File: src/hw/rtl/olm_pkg.sv
// Shared types, register map and constants for the occupancy line-march block.
package olm_pkg;

  // Default geometry and limits
  localparam int GRID_W_DEF      = 256;
  localparam int GRID_H_DEF      = 256;
  localparam int MAX_SAMPLES_DEF = 4096;
  localparam int MAX_RING_DEF    = 8;

  // Configuration port
  localparam int CFG_IDX_W  = 3;
  localparam int CFG_DATA_W = 32;
  localparam logic [CFG_IDX_W-1:0] CFG_ORIGIN_X     = 3'd0;
  localparam logic [CFG_IDX_W-1:0] CFG_ORIGIN_Y     = 3'd1;
  localparam logic [CFG_IDX_W-1:0] CFG_CELL_SIZE    = 3'd2;
  localparam logic [CFG_IDX_W-1:0] CFG_COST_LIMIT   = 3'd3;
  localparam logic [CFG_IDX_W-1:0] CFG_CLEARANCE    = 3'd4;
  localparam logic [CFG_IDX_W-1:0] CFG_MIN_GOAL_GAP = 3'd5;
  localparam logic [CFG_IDX_W-1:0] CFG_STEP_LENGTH  = 3'd6;

  // Register reset values
  localparam logic [30:0] CELL_SIZE_RST    = 31'd3277;
  localparam logic [6:0]  COST_LIMIT_RST   = 7'd50;
  localparam logic [31:0] CLEARANCE_RST    = 32'd6554;
  localparam logic [30:0] MIN_GOAL_GAP_RST = 31'd3277;
  localparam logic [30:0] STEP_LENGTH_RST  = 31'd3277;

  // Item kinds
  localparam logic KIND_WRITE = 1'b0;
  localparam logic KIND_MARCH = 1'b1;

  // Geometry constants (Q16.16): shortest usable line and fallback step
  localparam logic [32:0] MIN_LEN      = 33'd66;
  localparam logic [30:0] DEFAULT_STEP = 31'd3277;

  // Shared serial arithmetic unit
  localparam int ARITH_A_W = 72;
  localparam int ARITH_B_W = 64;
  localparam int MUL_OP_W  = 36;
  localparam logic [1:0] ARITH_MUL  = 2'd0;
  localparam logic [1:0] ARITH_DIV  = 2'd1;
  localparam logic [1:0] ARITH_SQRT = 2'd2;

  // Queue between front and back
  localparam int QUEUE_DEPTH = 4;

  typedef struct packed {
    logic               kind;
    logic [15:0]        cell_index;
    logic signed [7:0]  cell_cost;
    logic signed [31:0] robot_x;
    logic signed [31:0] robot_y;
    logic signed [31:0] goal_x;
    logic signed [31:0] goal_y;
    logic signed [31:0] radius_cap;
  } olm_in_t;

  typedef struct packed {
    logic               found;
    logic               hit_edge;
    logic signed [31:0] point_x;
    logic signed [31:0] point_y;
    logic [30:0]        gap_to_goal;
  } olm_out_t;

  typedef struct packed {
    logic signed [31:0] origin_x;
    logic signed [31:0] origin_y;
    logic [30:0]        cell_size;
    logic [6:0]         cost_limit;
    logic signed [31:0] clearance;
    logic [30:0]        min_goal_gap;
    logic [30:0]        step_length;
  } olm_cfg_t;

  typedef struct packed {
    logic                 start;
    logic [1:0]           op;
    logic [ARITH_A_W-1:0] a;
    logic [ARITH_B_W-1:0] b;
  } olm_arith_req_t;

  typedef struct packed {
    logic                 done;
    logic [ARITH_A_W-1:0] q;
    logic [ARITH_B_W-1:0] r;
  } olm_arith_rsp_t;

endpackage

File: src/hw/rtl/olm_fifo.sv
// Short item queue between the front and the march engine.
module olm_fifo (
  input  logic             clk,
  input  logic             rst_n,
  input  logic             push,
  input  olm_pkg::olm_in_t push_data,
  output logic             full,
  input  logic             pop,
  output olm_pkg::olm_in_t pop_data,
  output logic             empty
);
  import olm_pkg::*;

  localparam int PTR_W = $clog2(QUEUE_DEPTH);
  localparam int CNT_W = $clog2(QUEUE_DEPTH + 1);

  olm_in_t          slot_r [QUEUE_DEPTH];
  logic [PTR_W-1:0] wr_ptr_r;
  logic [PTR_W-1:0] rd_ptr_r;
  logic [CNT_W-1:0] count_r;

  assign full     = count_r == CNT_W'(QUEUE_DEPTH);
  assign empty    = count_r == '0;
  assign pop_data = slot_r[rd_ptr_r];

  // Pointers and fill count
  always_ff @(posedge clk) begin
    if (!rst_n) begin
      wr_ptr_r <= '0;
      rd_ptr_r <= '0;
      count_r  <= '0;
    end else begin
      if (push) wr_ptr_r <= (wr_ptr_r == PTR_W'(QUEUE_DEPTH - 1)) ? '0 : wr_ptr_r + 1'b1;
      if (pop)  rd_ptr_r <= (rd_ptr_r == PTR_W'(QUEUE_DEPTH - 1)) ? '0 : rd_ptr_r + 1'b1;
      if (push && !pop) begin
        count_r <= count_r + 1'b1;
      end else if (pop && !push) begin
        count_r <= count_r - 1'b1;
      end
    end
  end

  // Storage
  always_ff @(posedge clk) begin
    if (push) slot_r[wr_ptr_r] <= push_data;
  end

endmodule

File: config.mk
export PLATFORM = sky130hd
export DESIGN_NAME = olm_fifo
export DESIGN_NICKNAME = d
export VERILOG_FILES = /design/src/hw/rtl/olm_pkg.sv /design/src/hw/rtl/olm_fifo.sv
export SDC_FILE = /design/constraint.sdc
export NUM_CORES = 1
export LEC_CHECK = 0
export BUFFER_PORTS_ARGS = -buffer_cell sky130_fd_sc_hd__buf_2
export CAP_MARGIN = 15
export CORE_ASPECT_RATIO = 1.2
export CORE_MARGIN = 3
export CORE_UTILIZATION = 41
export DETAILED_ROUTE_END_ITERATION = 8
export HOLD_SLACK_MARGIN = 0.15
export PLACE_DENSITY_LB_ADDON = 0.2
export SETUP_SLACK_MARGIN = 0.2
export SLEW_MARGIN = 5
export SYNTH_ARGS = -nofsm -noshare
export SYNTH_HDL_FRONTEND = slang
export SYNTH_SLANG_ARGS = --single-unit
export TNS_END_PERCENT = 50
File: constraint.sdc
create_clock -name clk -period 8.15 [get_ports clk]
set_input_delay 0.815 -clock clk [delete_from_list [all_inputs] [get_ports clk]]
set_output_delay 0.815 -clock clk [all_outputs]
set_load 0.01 [all_outputs]
==> results of run 1 <==
[layer usage]
metal	global-route usage [%]	vias to the layer above	wire [µm]
met1	19.9	6337	21600
met5	0	-	81
li1	-	5266	-
met3	5.65	90	4460
met2	26.0	325	27700
met4	4.95	10	1080
[flip-flops by register name, summed over array words and instances, names as in the netlist, named ones only]
signal	flops
slot_r	740
wr_ptr_r	2
count_r	3
rd_ptr_r	2
[final cells by class]
class                           count  share of cell area [%]
Timing Repair Buffer              389                    6.32
Inverter                            4                  0.0464
Clock buffer                       92                    6.13
Tap cell                          832                    3.22
Antenna cell                        9                  0.0696
Multi-Input combinational cell    216                    13.7
Sequential cell                   749                    69.2
Clock inverter                     42                    1.27
[critical path: stages (launching register included)]
cell and delay (ns):
dfxtp_4 0.53, buf_12 0.54, mux4_2 0.65, buf_2 0.17
[cell usage after synthesis]
master | number | area share, %
a21boi_0 | 1 | 0.028
and2_1 | 5 | 0.12
buf_2 | 20 | 0.37
buf_6 | 18 | 0.75
clkbuf_1 | 4 | 0.055
dfxtp_1 | 9 | 0.66
edfxtp_1 | 740 | 82
fa_1 | 1 | 0.074
ha_1 | 6 | 0.28
inv_1 | 4 | 0.055
mux2i_1 | 4 | 0.15
mux4_2 | 185 | 15
nor2_1 | 1 | 0.014
nor2b_1 | 5 | 0.12
nor3_1 | 2 | 0.037
nor3b_1 | 1 | 0.028
o21a_1 | 1 | 0.028
o21ai_0 | 1 | 0.018
or3_1 | 1 | 0.023
xnor2_1 | 1 | 0.032
xor2_1 | 1 | 0.032
[path summary, 6_finish.rpt]
kind,from,endpoint,slack (ns),cells past startpoint
hold reg to reg,rd_ptr_r[1]$_SDFFE_PN0P_,register,0.54,2
setup / recovery,register,pop_data[33],4.51,3
setup reg to reg,wr_ptr_r[0]$_SDFFE_PN0P_,slot_r[3][69]$_DFFE_PP_,5.56,3
hold / removal,push_data[53],slot_r[1][53]$_DFFE_PP_,0.42,1
[logic make-up after synthesis]
| group | share of synthesized area, % |
|---|---|
| compound gates | 0.0737 |
| xor+xnor | 0.0645 |
| fa+ha+maj | 0.350 |
| buf+inv | 1.23 |
| flops | 82.5 |
| mux | 15.5 |
| simple gates | 0.332 |
[through the flow]
| stage | cell area [µm²] | hold WS, ns | setup slack [ns] |
|---|---|---|---|
| after detailed placement | 29900 | 0.546 | 5.08 |
| final | 32400 | 0.421 | 4.51 |
| after floorplan | 27200 | 0.472 | 2.56 |
| after CTS | 32300 | 0.363 | 4.42 |
| after global routing | 32300 | 0.384 | 4.30 |
| after global placement | 29900 | 0.499 | 5.08 |
[power groups by stage]
| stage | logic [W] | clock network (W) | registers [W] |
|---|---|---|---|
| 2_1_floorplan | 0.000409 | 0 | 0.00455 |
| 3_3_place_gp | 0.000719 | 0 | 0.00454 |
| 3_5_place_dp | 0.000722 | 0 | 0.00455 |
| 4_1_cts | 0.000724 | 0.00345 | 0.00446 |
| 5_1_grt | 0.000762 | 0.00360 | 0.00447 |
| 6_report | 0.000698 | 0.00333 | 0.00446 |
==> impl_results.md, run 1 <==
* Status: finished, final reports clean
* Drt total wl at around 55 mm
* Worst Setup End Kind: output port
* Fill cells at ~5,200
* Synth unique cells at 21
* Cell leakage power at between 10 and 15 nW
* Share of post-route cells with drive strength above 1 at 45.5%
* GPL Wtd Cong at between 0.6 and 0.7
* Initial antenna violation count at 12
* Arrival time worst endpoint at 2.83 ns
* Hold Buf Count CTS at 0
* Row count at a little over 100
* Max Freq at 0.274 GHz
* Final setup fails at 0
* Most frequent cells in the layout: edfxtp_1, buf_2, mux4_2
* Slew @ Worst Pin at 1.06 ns
* Finished Layout Cells at between 2,000 and 2,500
* Layout Nets at about 1,600
* #FFs+latches synth at roughly 750
* Syn_area_per_cell at 26.9 µm²
* Clock Power Share at 39.2%
* Hold Crit Class: in -> reg
* Post-route setup TNS at 0 ns
* Total Power at between 0.008 and 0.009 W
* Number of H-tree levels at 3
* Iter 0 DRT Violations at around 640
* CTS Sinks at about 750
* Final hold violations at 0
* Clock Path Buffers at 3
* Die ar. at a little under 0.07 mm²
* Max rail drop VDD at 0.000203 V
* Logic pwr share at slightly above 8%
* Wirelength per Cell at about 24 µm
* Boundary Pins at roughly 380
* P&R area growth vs syn at 19.2%
* Final Core Density at around 50%
* Worst EP required at roughly 7.3 ns
* Pre-antenna DRT Iters at 4
* Final min period at between 3 and 4 ns
* Cell Area, Synth at ~0.027 mm²
* WS Path Type: reg -> out
* I/O Buffers at ~380
* Post-DP HPWL at 33.1 mm
* Die Ht at 288 µm
* Core footprint at between 0.06 and 0.07 mm²
* Clock skew at between 0.03 and 0.04 ns
* Clk pin slew, worst setup/hold paths at 0.06 ns
* Seq/Total Area, Yosys at 82.5%
* Pwr dens at 262 mW/mm²
* Area of the multi-input gates at 0.00444 mm²
* Syn Nets at 1,207
* Post-route antenna net violation count at 0
* Post-cts gate resize count at 0
* Clock Latency Late Sink at approximately 0.60 ns
* DR vias/cell at 5.16
* Grt total ovfl at 0
* Mapped Cells at 1,011
* Sequential cell area at between 0.02 and 0.025 mm²
* Total internal power at about 0.0067 W
* Vias in the first global route at between 10,000 and 15,000
* Sw Pwr at 0.00181 W
* RSZ-0062 raised after global routing: false
* CTS tree: built
* Crit-path max FO at 100
* Cells after DPL at 2,190
* Period Utilization, post-route at about 45%
* Ys Warns at 0
* Max cap viols at 0
* Slew Limit Fails at 0
* First-pass GRT wire length at between 80 and 90 mm
* Clock root cell: clkbuf_16
* Remaining DRCs at 0
* Sequential power share at between 50% and 60%
* Total CTS buffers at between 70 and 80
* Initial Util at between 40% and 50%
* Total track usage at 15.9%
* Most common cell after layout, fill and taps aside: edfxtp_1
* Net Sw Frac at a little over a fifth
* Routed via count at ~12,000
* Largest net degree at the start of global routing at approximately 100
* Startpoint types: register
* Die width at 241 µm
* Post-CTS Setup Bufs at 0
* Max-slew headroom at between 20 and 30%
(Power assumes the default switching activity.)
==> inputs of run 2 (changes only) <==
clock period = 3.5 ns   (was 8.15 ns; I/O delays follow)
==> impl_results.md, run 2 (synthesis gave the netlist of run 1 again) <==
* Status: finished, final reports clean
* Die ar. at 0.0694 mm² (unchanged)
* Remaining DRCs at 0 (unchanged)
* Total track usage at 16.8% (+0.88 points)
* Final setup fails at 0 (unchanged)
* Initial antenna violation count at 8 (-4)
* Flop-to-flop setup slack at 1.51 ns (-4.05 ns)
* Post-DP HPWL at 34.1 mm (+3.3%)
* Hold Crit Class: in -> reg
* Post-route setup TNS at 0 ns (unchanged)
* Final min period at 2.83 ns
* WS Path Type: reg -> out
* Period Utilization, post-route at ~81%
* Crit-path leading delay family: flip-flops
* WP buf/inv at 2 (unchanged)
* R2R cell count at 4 (+1)
* WHS Endpoint: slot_r[3][45]$_DFFE_PP_
* Row count at 102 (unchanged)
* P&R area growth vs syn at 26.6%
* Max cap viols at 0 (unchanged)
* Max-slew headroom at 47.3% (+18 points)
* Reg-to-Reg End: slot_r[2][18]$_DFFE_PP_
* Clock Latency Late Sink at 0.59 ns (about the same)
* Largest net degree at the start of global routing at 87 (-14%)
* Arrival time worst endpoint at 2.48 ns (-0.35 ns)
* Clock root cell: clkbuf_16
* Final hold violations at 0 (unchanged)
* Most frequent cells in the layout: edfxtp_1, buf_2, dlygate4sd3_1
* Startpoint types: register
* Post-route antenna net violation count at 0 (unchanged)
* Share of post-route cells with drive strength above 1 at 40.9% (-4.6 points)
* Total CTS buffers at 76 (+2.7%)
* Die width at 241 µm (unchanged)
* Cell leakage power at 11.6 nW (+7.9%)
* CTS Sinks at 749 (unchanged)
* Clk pin slew, worst setup/hold paths at 0.06 ns (about the same)
* I/O Buffers at 375 (unchanged)
* Vias in the first global route at 14,150 (+11%)
* Max FFs per register at 740 (unchanged)
* Worst EP required at 3.15 ns (-4.19 ns)
* Drt total wl at 57.5 mm (+4.5%)
* Most common cell after layout, fill and taps aside: edfxtp_1
* R2r startpoint: wr_ptr_r[0]$_SDFFE_PN0P_
* Worst Setup End Kind: output port
* Core footprint at 0.0651 mm² (unchanged)
* Hold path cells at 2 (+1)
* Routed via count at 12,863 (+6.9%)
* Clock skew at 0.0142 ns (-0.0162 ns)
* Crit-path max FO at 56 (-44%)
* Hold path startpoint: push_data[45]
* Biggest regs: slot_r: 740 flops, count_r: 3 flops
* Pwr dens at 576 mW/mm² (+120%)
* Max rail drop VDD at 0.000450 V (+120%)
* Slowest cell on crit path: dfxtp_4
* Clock Path Buffers at 3 (unchanged)
* Pre-antenna DRT Iters at 5 (+1)
* Boundary Pins at 376 (unchanged)
* Grt total ovfl at 0 (unchanged)
* Slew Limit Fails at 0 (unchanged)
* CTS tree: built
* Max Freq at about 0.35 GHz
* DR vias/cell at 5.09 (-1.3%)
* RSZ-0062 raised after global routing: false
* GPL Wtd Cong at 0.713 (+2.0%)
* First-pass GRT wire length at 86.6 mm (+5.9%)
* Pre-CTS WS at 1.19 ns (-3.89 ns)
* Die Ht at 288 µm (unchanged)
* Most flop-heavy register: slot_r
* CP max stage delay at 0.62 ns (-0.03 ns)
* Initial Util at 41.7% (unchanged)
* Slew @ Worst Pin at 0.790 ns (-0.270 ns)
* Sequence of cells on the critical path: buf_12, mux4_2, buf_2
* Wirelength per Cell at 22.7 µm (-3.6%)
* Iter 0 DRT Violations at 717 (+13%)
* Number of H-tree levels at 3 (unchanged)
* Layout Nets at 1,830 (+12%)
* Final WS setup at 0.675 ns (-3.83 ns)
run 2: changes by cell type in the layout (fill, tap and decap cells not counted):
cell and delta:
dlygate4sd3_1 +189, buf_12 +12, clkinv_1 -9, clkinv_2 +7, clkbuf_1 +5, buf_4 -3
bufinv_16 -3, diode_2 -2
run 2: stage by stage:
stage | instances | cell area (µm²) | total power (W) | utilization [%] | hold WS (ns)
finish | 2529 | 34400 | 0.0198 | 52.9 | 0.495
global route | 2528 | 34400 | 0.0206 | 52.8 | 0.472
CTS | 2522 | 34400 | 0.0202 | 52.8 | 0.443
detailed placement | 2199 | 30200 | 0.0123 | 46.3 | 0.507
global placement | 2199 | 30200 | 0.0123 | 46.3 | 0.495
floorplan | 1011 | 27200 | 0.0115 | - | 0.449
run 2: routing by layer:
layer | track usage, % | wire, µm | vias to the layer above
met5 | 0 | 13 | -
met4 | 5.27 | 1230 | 2
met3 | 4.66 | 3990 | 86
met2 | 28.0 | 29300 | 355
met1 | 21.4 | 23000 | 6758
li1 | - | - | 5662
run 2: what timing repair did:
action,CTS,global route
endpoints found under the hold margin,749,0
setup buffers,0,0
gates resized for setup,0,0
hold buffers,189,0
run 2: worst max-delay path by stage:
stage	endpoint	cells past startpoint
after global placement	pop_data[15]	3
after CTS	pop_data[15]	3
final	pop_data[124]	3
after detailed placement	pop_data[15]	3
after global routing	pop_data[15]	3
after floorplan	slot_r[3][0]$_DFFE_PP_	2
run 2: power by group:
part / internal, W / switching (W) / total, W
clock network: 0.00435 / 0.00321 / 0.00756
registers: 0.0103 / 0.0000968 / 0.0104
logic: 0.000879 / 0.000980 / 0.00186
run 2: area by class of cell:
class | instances | area (µm²)
multi-input cells | 216 | 4440
flip-flops and latches | 749 | 22400
clock buffers | 97 | 2000
fillers | 5133 | 30700
inverters | 4 | 15.0
repair buffers | 587 | 4150
diodes | 7 | 17.5
well taps | 832 | 1040
clock inverters | 37 | 323
