<file path="src/hw/rtl/olm_pkg.sv">
// Shared types, register map and constants for the occupancy line-march block.
package olm_pkg;

  // Default geometry and limits
  localparam int GRID_W_DEF      = 256;
  localparam int GRID_H_DEF      = 256;
  localparam int MAX_SAMPLES_DEF = 4096;
  localparam int MAX_RING_DEF    = 8;

  // Configuration port
  localparam int CFG_IDX_W  = 3;
  localparam int CFG_DATA_W = 32;
  localparam logic [CFG_IDX_W-1:0] CFG_ORIGIN_X     = 3'd0;
  localparam logic [CFG_IDX_W-1:0] CFG_ORIGIN_Y     = 3'd1;
  localparam logic [CFG_IDX_W-1:0] CFG_CELL_SIZE    = 3'd2;
  localparam logic [CFG_IDX_W-1:0] CFG_COST_LIMIT   = 3'd3;
  localparam logic [CFG_IDX_W-1:0] CFG_CLEARANCE    = 3'd4;
  localparam logic [CFG_IDX_W-1:0] CFG_MIN_GOAL_GAP = 3'd5;
  localparam logic [CFG_IDX_W-1:0] CFG_STEP_LENGTH  = 3'd6;

  // Register reset values
  localparam logic [30:0] CELL_SIZE_RST    = 31'd3277;
  localparam logic [6:0]  COST_LIMIT_RST   = 7'd50;
  localparam logic [31:0] CLEARANCE_RST    = 32'd6554;
  localparam logic [30:0] MIN_GOAL_GAP_RST = 31'd3277;
  localparam logic [30:0] STEP_LENGTH_RST  = 31'd3277;

  // Item kinds
  localparam logic KIND_WRITE = 1'b0;
  localparam logic KIND_MARCH = 1'b1;

  // Geometry constants (Q16.16): shortest usable line and fallback step
  localparam logic [32:0] MIN_LEN      = 33'd66;
  localparam logic [30:0] DEFAULT_STEP = 31'd3277;

  // Shared serial arithmetic unit
  localparam int ARITH_A_W = 72;
  localparam int ARITH_B_W = 64;
  localparam int MUL_OP_W  = 36;
  localparam logic [1:0] ARITH_MUL  = 2'd0;
  localparam logic [1:0] ARITH_DIV  = 2'd1;
  localparam logic [1:0] ARITH_SQRT = 2'd2;

  // Queue between front and back
  localparam int QUEUE_DEPTH = 4;

  typedef struct packed {
    logic               kind;
    logic [15:0]        cell_index;
    logic signed [7:0]  cell_cost;
    logic signed [31:0] robot_x;
    logic signed [31:0] robot_y;
    logic signed [31:0] goal_x;
    logic signed [31:0] goal_y;
    logic signed [31:0] radius_cap;
  } olm_in_t;

  typedef struct packed {
    logic               found;
    logic               hit_edge;
    logic signed [31:0] point_x;
    logic signed [31:0] point_y;
    logic [30:0]        gap_to_goal;
  } olm_out_t;

  typedef struct packed {
    logic signed [31:0] origin_x;
    logic signed [31:0] origin_y;
    logic [30:0]        cell_size;
    logic [6:0]         cost_limit;
    logic signed [31:0] clearance;
    logic [30:0]        min_goal_gap;
    logic [30:0]        step_length;
  } olm_cfg_t;

  typedef struct packed {
    logic                 start;
    logic [1:0]           op;
    logic [ARITH_A_W-1:0] a;
    logic [ARITH_B_W-1:0] b;
  } olm_arith_req_t;

  typedef struct packed {
    logic                 done;
    logic [ARITH_A_W-1:0] q;
    logic [ARITH_B_W-1:0] r;
  } olm_arith_rsp_t;

endpackage

</file>
<file path="src/hw/rtl/olm_arith.sv">
// Shared bit-serial multiplier, restoring divider and square root unit.
module olm_arith (
  input  logic                    clk,
  input  logic                    rst_n,
  input  olm_pkg::olm_arith_req_t req,
  output olm_pkg::olm_arith_rsp_t rsp
);
  import olm_pkg::*;

  localparam int CNT_W = $clog2(ARITH_A_W + 1);

  logic             busy_r;
  logic             done_r;
  logic [1:0]       op_r;
  logic [CNT_W-1:0] cnt_r;
  logic [ARITH_A_W-1:0] acc_r;
  logic [ARITH_A_W-1:0] aux_r;
  logic [ARITH_B_W-1:0] b_r;
  logic [ARITH_B_W:0]   rem_r;

  logic [ARITH_B_W:0] div_sh;
  logic [ARITH_B_W:0] div_diff;
  logic               div_ge;
  logic [ARITH_B_W:0] sq_sh;
  logic [ARITH_B_W:0] sq_trial;
  logic               sq_ge;

  // One remainder step for division and for square root
  always_comb begin
    div_sh   = {rem_r[ARITH_B_W-1:0], acc_r[ARITH_A_W-1]};
    div_ge   = div_sh >= {1'b0, b_r};
    div_diff = div_sh - {1'b0, b_r};
    sq_sh    = {rem_r[ARITH_B_W-2:0], acc_r[ARITH_A_W-1 -: 2]};
    sq_trial = {aux_r[ARITH_B_W-2:0], 2'b01};
    sq_ge    = sq_sh >= sq_trial;
  end

  // Control: busy flag, iteration count, done pulse
  always_ff @(posedge clk) begin
    if (!rst_n) begin
      busy_r <= 1'b0;
      done_r <= 1'b0;
      op_r   <= ARITH_MUL;
      cnt_r  <= '0;
    end else begin
      done_r <= 1'b0;
      if (req.start) begin
        busy_r <= 1'b1;
        op_r   <= req.op;
        if (req.op == ARITH_DIV) begin
          cnt_r <= CNT_W'(ARITH_A_W);
        end else begin
          cnt_r <= CNT_W'(MUL_OP_W);
        end
      end else if (busy_r) begin
        cnt_r <= cnt_r - 1'b1;
        if (cnt_r == CNT_W'(1)) begin
          busy_r <= 1'b0;
          done_r <= 1'b1;
        end
      end
    end
  end

  // Datapath
  always_ff @(posedge clk) begin
    if (req.start) begin
      case (req.op)
        ARITH_MUL: begin
          acc_r <= '0;
          aux_r <= ARITH_A_W'(req.a[MUL_OP_W-1:0]);
          b_r   <= ARITH_B_W'(req.b[MUL_OP_W-1:0]);
        end
        ARITH_DIV: begin
          acc_r <= req.a;
          rem_r <= '0;
          b_r   <= req.b;
        end
        default: begin
          acc_r <= req.a;
          aux_r <= '0;
          rem_r <= '0;
        end
      endcase
    end else if (busy_r) begin
      case (op_r)
        ARITH_MUL: begin
          if (b_r[0]) acc_r <= acc_r + aux_r;
          aux_r <= {aux_r[ARITH_A_W-2:0], 1'b0};
          b_r   <= {1'b0, b_r[ARITH_B_W-1:1]};
        end
        ARITH_DIV: begin
          rem_r <= div_ge ? div_diff : div_sh;
          acc_r <= {acc_r[ARITH_A_W-2:0], div_ge};
        end
        default: begin
          rem_r <= sq_ge ? (sq_sh - sq_trial) : sq_sh;
          aux_r <= {aux_r[ARITH_A_W-2:0], sq_ge};
          acc_r <= {acc_r[ARITH_A_W-3:0], 2'b00};
        end
      endcase
    end
  end

  assign rsp.done = done_r;
  assign rsp.q    = (op_r == ARITH_SQRT) ? aux_r : acc_r;
  assign rsp.r    = rem_r[ARITH_B_W-1:0];

endmodule

</file>
<file path="config.mk">
export PLATFORM = sky130hd
export DESIGN_NAME = olm_arith
export DESIGN_NICKNAME = d
export VERILOG_FILES = /design/src/hw/rtl/olm_pkg.sv /design/src/hw/rtl/olm_arith.sv
export SDC_FILE = /design/constraint.sdc
export NUM_CORES = 1
export LEC_CHECK = 0
export BUFFER_PORTS_ARGS = -buffer_cell sky130_fd_sc_hd__buf_2
export CAP_MARGIN = 20
export CELL_PAD_IN_SITES_DETAIL_PLACEMENT = 0
export CELL_PAD_IN_SITES_GLOBAL_PLACEMENT = 1
export CORE_ASPECT_RATIO = 0.9
export CORE_MARGIN = 2
export CORE_UTILIZATION = 40
export CTS_CLUSTER_DIAMETER = 40
export CTS_CLUSTER_SIZE = 25
export DETAILED_ROUTE_END_ITERATION = 8
export GPL_ROUTABILITY_DRIVEN = 0
export PLACE_DENSITY = 0.79
export SLEW_MARGIN = 10
export SYNTH_ARGS = -nofsm -noshare
export SYNTH_HDL_FRONTEND = slang
export SYNTH_SLANG_ARGS = --single-unit
</file>
<file path="constraint.sdc">
create_clock -name clk -period 10 [get_ports clk]
set_input_delay 0.5 -clock clk [delete_from_list [all_inputs] [get_ports clk]]
set_output_delay 0.5 -clock clk [all_outputs]
set_load 0.01 [all_outputs]
</file>
==> out/results.txt, run 1 <==
Async SR Flop Fraction: 0%
Layout Cells excl Fill: 4390
DRC errors left: 0
Core area: 0.0671 mm²
Worst reg-to-reg setup slack: 4.89 ns
Antenna violations before repair: 2
Actual slew at the worst max-slew pin: 1.18 ns
#FFs+latches synth: 283
CP top delay family: compound AO/OA/AOI/OAI gates
Final setup fails: 0
Worst Path Max Fanout: 83
Die X: 279 µm
Clock transition at path regs: 0.06 ns
Fmax: 196 MHz
Most frequent cells in the layout: 409 x nand2_1, 335 x o21ai_0, 311 x a21oi_1, 276 x buf_2, 272 x edfxtp_1
Post-Syn Instances: 3292
Post-CTS Setup Repair Bufs: 0
Hold buffer count at CTS: 0
RSZ-0062 raised after global routing: no
Starting Density: 40.4%
Worst Hold Class: input port to flip-flop
Root Buffer: clkbuf_16
Crit path max-delay cell type: buf_4
Hold_sp: req[10]
Commonest non-fill, non-tap cell in the layout: nand2_1
Slew HR: 21.3%
CTS tree: done
Final Hold Fails: 0
Port bufs: 277
Maximum VDD drop: 147 µV
Worst skew pair latency: 0.64 ns
ANT nets after route: 0
Hold Path Cell Cnt: 3
Status: finished clean
Gr usage total: 27.5%
IO Pins: 278
Area delta synth->final: 15.1%
R2r endpoint: rem_r[22]
Area contributors post-synth: edfxtp_1 30%, ha_1 9.3%, o21ai_0 6.2%, a21oi_1 5.7%, nand2_1 5.7%
Arrival time worst endpoint: 5.47 ns
Post-Syn Area per Cell: 8.25 µm²
Max H-tree Level: 2
Final min period: 5.11 ns
CP cell instances: ha_1 > nand2_1 > a211oi_1 > o31a_1 > a21oi_2 > o32ai_1 > nor2_2 > o21ai_4 > buf_4 > mux2_2 > nor2_1 > a311oi_1
CP bufs+invs: 1
Pin count of the biggest net entering global routing: 84
Overflow after GRT: 0
Vias: 26.2k
Share of the synthesized area in the top cell type: 30.1%
Required time of the critical path: 10.36 ns
Mapped Nets: 3637
Library cells used by synthesis: 96
Worst reg2reg path depth: 12
Crit path kind: flip-flop to flip-flop
Dominant cell type by area after synthesis: edfxtp_1
Die Area: 0.0700 mm²
YS warnings: 0
Number of placement rows: 90
Max_cap viols: 0
CTS Buf Count: 58
Drt wl/cell: 22.6 µm
Worst Hold End: b_r[10]
Clock Sinks: 283
Fin crit share: 51.1%
DRT Wirelength: 99.2 mm
Dpl cells: 4279
Pre-antenna DRT Iters: 5
Leakage: 12.9 nW
Final TNS setup: 0 ns
Cts repair resizes: 0
Start of the worst register-to-register path: rem_r[5]
Final nets: 3810
Vias in the first global route: 24.7k
Power per cell area: 225 mW/mm²
Die extent in y: 251 µm
Seq/Total Area, Yosys: 30.9%
CP startpoint kind: flip-flop
Layout cells sized above 1: 15.4%
First-pass GRT wire length: 150 mm
Fin. max-slew vios: 0
CP Capture Type: flip-flop
1st-iter DRT viols: 2651
Via-to-Cell Ratio: 5.97
Synthesized cell area: 0.0271 mm²
Ys flop type: edfxtp_1
Clk_skew: 0.0434 ns
Critical Path Max Stage Delay: 0.83 ns
Post-synth EDFFs: 272
DP HPWL: 75.6 mm
Clock Tree Buf Depth: 3
kinds of logic after synthesis:
group	synth area share, %
fa+ha+maj	9.46
buf+inv	5.57
simple gates	16.2
xor+xnor	5.97
compound gates	26.4
mux	5.47
flops	30.9
how the worst max path moves through the flow:
stage / start / endpoint / slack [ns] / cells past startpoint
2_1_floorplan: op_r[0] / acc_r[0] / 3.01 / 5
3_3_place_gp: rem_r[5] / rem_r[22] / 5.03 / 12
3_5_place_dp: rem_r[5] / rem_r[33] / 5.01 / 12
4_1_cts: rem_r[5] / rem_r[33] / 4.99 / 12
5_1_grt: rem_r[5] / rem_r[24] / 4.73 / 12
6_report: rem_r[5] / rem_r[22] / 4.89 / 12
flip-flops by register name, summed over array words and instances, names as in the netlist:
name,count
cnt_r,7
acc_r,72
aux_r,72
rem_r,64
op_r,2
busy_r,1
b_r,64
done_r,1
worst min-delay path, stage by stage:
cell,delay [ns]
buf_2,0.07
nand2_1,0.04
o21ai_0,0.05
cell usage after synthesis (10+ instances only):
cell type	count
a211oi_1	43
a21boi_0	13
a21o_1	85
a21oi_1	311
a221oi_1	12
a22o_1	22
a22oi_1	20
a31oi_1	28
and2_1	17
and3_1	24
buf_2	36
clkbuf_1	135
dfxtp_1	11
edfxtp_1	272
ha_1	202
inv_1	186
mux2_2	73
mux2i_1	65
nand2_1	409
nand2b_1	20
nand3_1	50
nand4_1	62
nor2_1	211
nor2b_1	32
nor3_1	57
nor4_1	19
o211ai_1	51
o21a_1	27
o21ai_0	336
o21bai_1	45
o221ai_1	10
o22ai_1	29
o31ai_1	12
or3_1	14
xnor2_1	103
xor2_1	82
per-layer routing:
metal / global-route usage (%) / wire length [µm] / up-vias
li1: - / - / 12500
met1: 40.6 / 46100 / 12400
met2: 41.2 / 41700 / 1083
met3: 4.14 / 8300 / 143
met4: 8.79 / 3020 / 0
met5: 0 / 0 / -
metrics by stage:
stage               hold slack (ns)  power (mW)  utilization, %  area (µm²)  setup slack [ns]
floorplan                     0.484        3.98               -       27100              3.01
global placement              0.498        4.87            43.3       29100              5.03
detailed placement            0.516        4.86            43.4       29100              5.01
CTS                           0.121        6.98            46.5       31200              4.99
global route                  0.145        7.42            46.5       31200              4.73
finish                        0.136        7.02            46.5       31200              4.89
final cells by class:
class / instances / area [µm²]
clock buffers: 64 / 1540
repair buffers: 303 / 1600
diodes: 1 / 2.50
flip-flops and latches: 283 / 8390
clock inverters: 46 / 582
inverters: 189 / 709
well taps: 874 / 1090
fillers: 6689 / 35900
multi-input cells: 2630 / 17300
report_power, final:
group | switching [mW] | internal (mW) | total, mW
clock network | 0.758 | 1.34 | 2.10
logic | 1.96 | 1.22 | 3.18
registers | 0.209 | 1.53 | 1.74
Note: power is estimated with default switching activity, not from simulation.
==> run 2: changes to the inputs <==
--- a/config.mk
+++ b/config.mk
@@ -16,7 +16,7 @@
 export CTS_CLUSTER_SIZE = 25
 export DETAILED_ROUTE_END_ITERATION = 8
 export GPL_ROUTABILITY_DRIVEN = 0
-export PLACE_DENSITY = 0.79
+export PLACE_DENSITY = 0.82
 export SLEW_MARGIN = 10
 export SYNTH_ARGS = -nofsm -noshare
 export SYNTH_HDL_FRONTEND = slang
==> constraint.sdc (replaced) <==
create_clock -name clk -period 4.6 [get_ports clk]
set_input_delay 0.23 -clock clk [delete_from_list [all_inputs] [get_ports clk]]
set_output_delay 0.23 -clock clk [all_outputs]
set_load 0.01 [all_outputs]
==> out/results.txt, run 2 (synthesis gave the netlist of run 1 again) <==
ANT nets after route: 0
Clock Tree Buf Depth: 3
Clk pwr share: 28.2%
Gr usage total: 27.3%
Required time of the critical path: 4.94 ns
Final worst setup slack: 0.387 ns
Utilization after layout: 48.5%
Final setup fails: 0
First-pass GRT wire length: 150 mm
Register share of total power: 24.8%
Slew HR: 25.8%
Root Buffer: clkbuf_16
Vias in the first global route: 25.4k
Die extent in y: 251 µm
Clk_skew: 0.0318 ns
Most frequent cells in the layout: 409 x nand2_1, 335 x o21ai_0, 311 x a21oi_1, 276 x buf_2, 272 x edfxtp_1
Status: finished clean
Die Area: 0.0700 mm²
Clock Sinks: 283
Switch share: 41.3%
Port bufs: 277
Post-CTS Setup Repair Bufs: 0
Drt wl/cell: 21.8 µm
DP Worst Slack: 0.348 ns
Number of placement rows: 90
CP startpoint kind: flip-flop
1st-iter DRT viols: 2993
Overflow after GRT: 0
Final nets: 3957
Commonest non-fill, non-tap cell in the layout: nand2_1
DP HPWL: 76.4 mm
Worst skew pair latency: 0.63 ns
Arrival time worst endpoint: 4.55 ns
Largest regs: acc_r x72, aux_r x72
Area delta synth->final: 20.0%
Layout cells sized above 1: 15.3%
Crit path kind: flip-flop to flip-flop
Final Hold Fails: 0
# diodes: 0
CTS Buf Count: 56
Via-to-Cell Ratio: 5.95
Internal: 8.92 mW
Max H-tree Level: 2
Fmax: 237 MHz
Leakage: 13.5 nW
Comb power frac: 47.0%
Pin count of the biggest net entering global routing: 77
Starting Density: 40.4%
CP Capture Type: flip-flop
DRT Wirelength: 99.0 mm
NetSw: 6.28 mW
Fin. max-slew vios: 0
Die X: 279 µm
Vias: 26.9k
Fin crit share: 91.6%
Antenna violations before repair: 0
Final TNS setup: 0 ns
Core area: 0.0671 mm²
Final min period: 4.21 ns
Worst Hold Class: input port to flip-flop
Clock transition at path regs: 0.05 ns
DRC errors left: 0
Power, Total: 15.2 mW
Final hold slack: 0.00114 ns
Power per cell area: 467 mW/mm²
IO Pins: 278
CTS tree: done
Max_cap viols: 0
Pre-antenna DRT Iters: 8
Actual slew at the worst max-slew pin: 1.09 ns
Worst Path Max Fanout: 34
Maximum VDD drop: 276 µV
RSZ-0062 raised after global routing: no
[run 2: changes by cell type in the layout (fill, tap and decap cells not counted), moves of 2 or more]
cell,before,now
inv_8,6,0
inv_6,10,5
clkbuf_8,3,0
buf_12,1,8
clkinv_2,5,7
buf_4,25,46
clkinv_1,0,5
clkinv_4,9,7
bufinv_16,8,10
dlygate4sd3_1,0,121
clkbuf_16,60,56
[run 2: per-stage QoR]
stage,std cells,instance area (µm²)
6_report,4530,32600
5_1_grt,4530,32600
4_1_cts,4530,32600
3_5_place_dp,4307,29400
3_3_place_gp,4307,29400
2_1_floorplan,3292,27200
[run 2: metal layers]
layer	vias up	track usage (%)	wire (µm)
li1	12800	-	-
met1	12700	39.6	44500
met2	1240	41.1	41900
met3	182	4.47	9120
met4	0	9.08	3480
met5	-	0	0
[run 2: repair_timing]
action	in CTS	in global routing
endpoints found under the hold margin	158	0
endpoints found under the setup margin	0	11
resized for setup	0	1
hold buffers	121	0
[run 2: cell type report]
cell class	count	area, µm²
fillers	6547	34500
multi-input cells	2630	17300
flip-flops and latches	283	8390
repair buffers	452	3110
clock buffers	59	1410
well taps	874	1090
inverters	189	709
clock inverters	43	536
[run 2: critical path, cell delays in order, from the launching register on]
cell and delay [ns]:
edfxtp_1 0.54, ha_1 0.53, nand4_1 0.26, nor4_2 0.40, nand3_1 0.18, a221oi_1 0.21
o21ai_0 0.22, nand3_1 0.27, o31a_2 0.48, buf_12 0.28, buf_4 0.21, mux2i_1 0.23
o21ai_0 0.11
[run 2: power groups by stage]
stage               Sequential, mW  Clock [mW]  Combinational, mW
global placement              3.79           0               6.92
CTS                           3.75        4.31               7.01
detailed placement            3.79           0               6.89
floorplan                     3.66           0               4.97
global route                  3.81        4.42               7.80
finish                        3.78        4.28               7.15
[run 2: worst paths after layout]
| kind | startpoint | to | slack, ns | depth (start not counted) |
|---|---|---|---|---|
| setup / recovery | rem_r[36] | rem_r[25] | 0.39 | 12 |
| hold / removal | req[63] | b_r[63] | 0.001 | 2 |
| setup reg to reg | rem_r[36] | rem_r[25] | 0.39 | 12 |
| hold reg to reg | cnt_r[1] | cnt_r[1] | 0.51 | 2 |
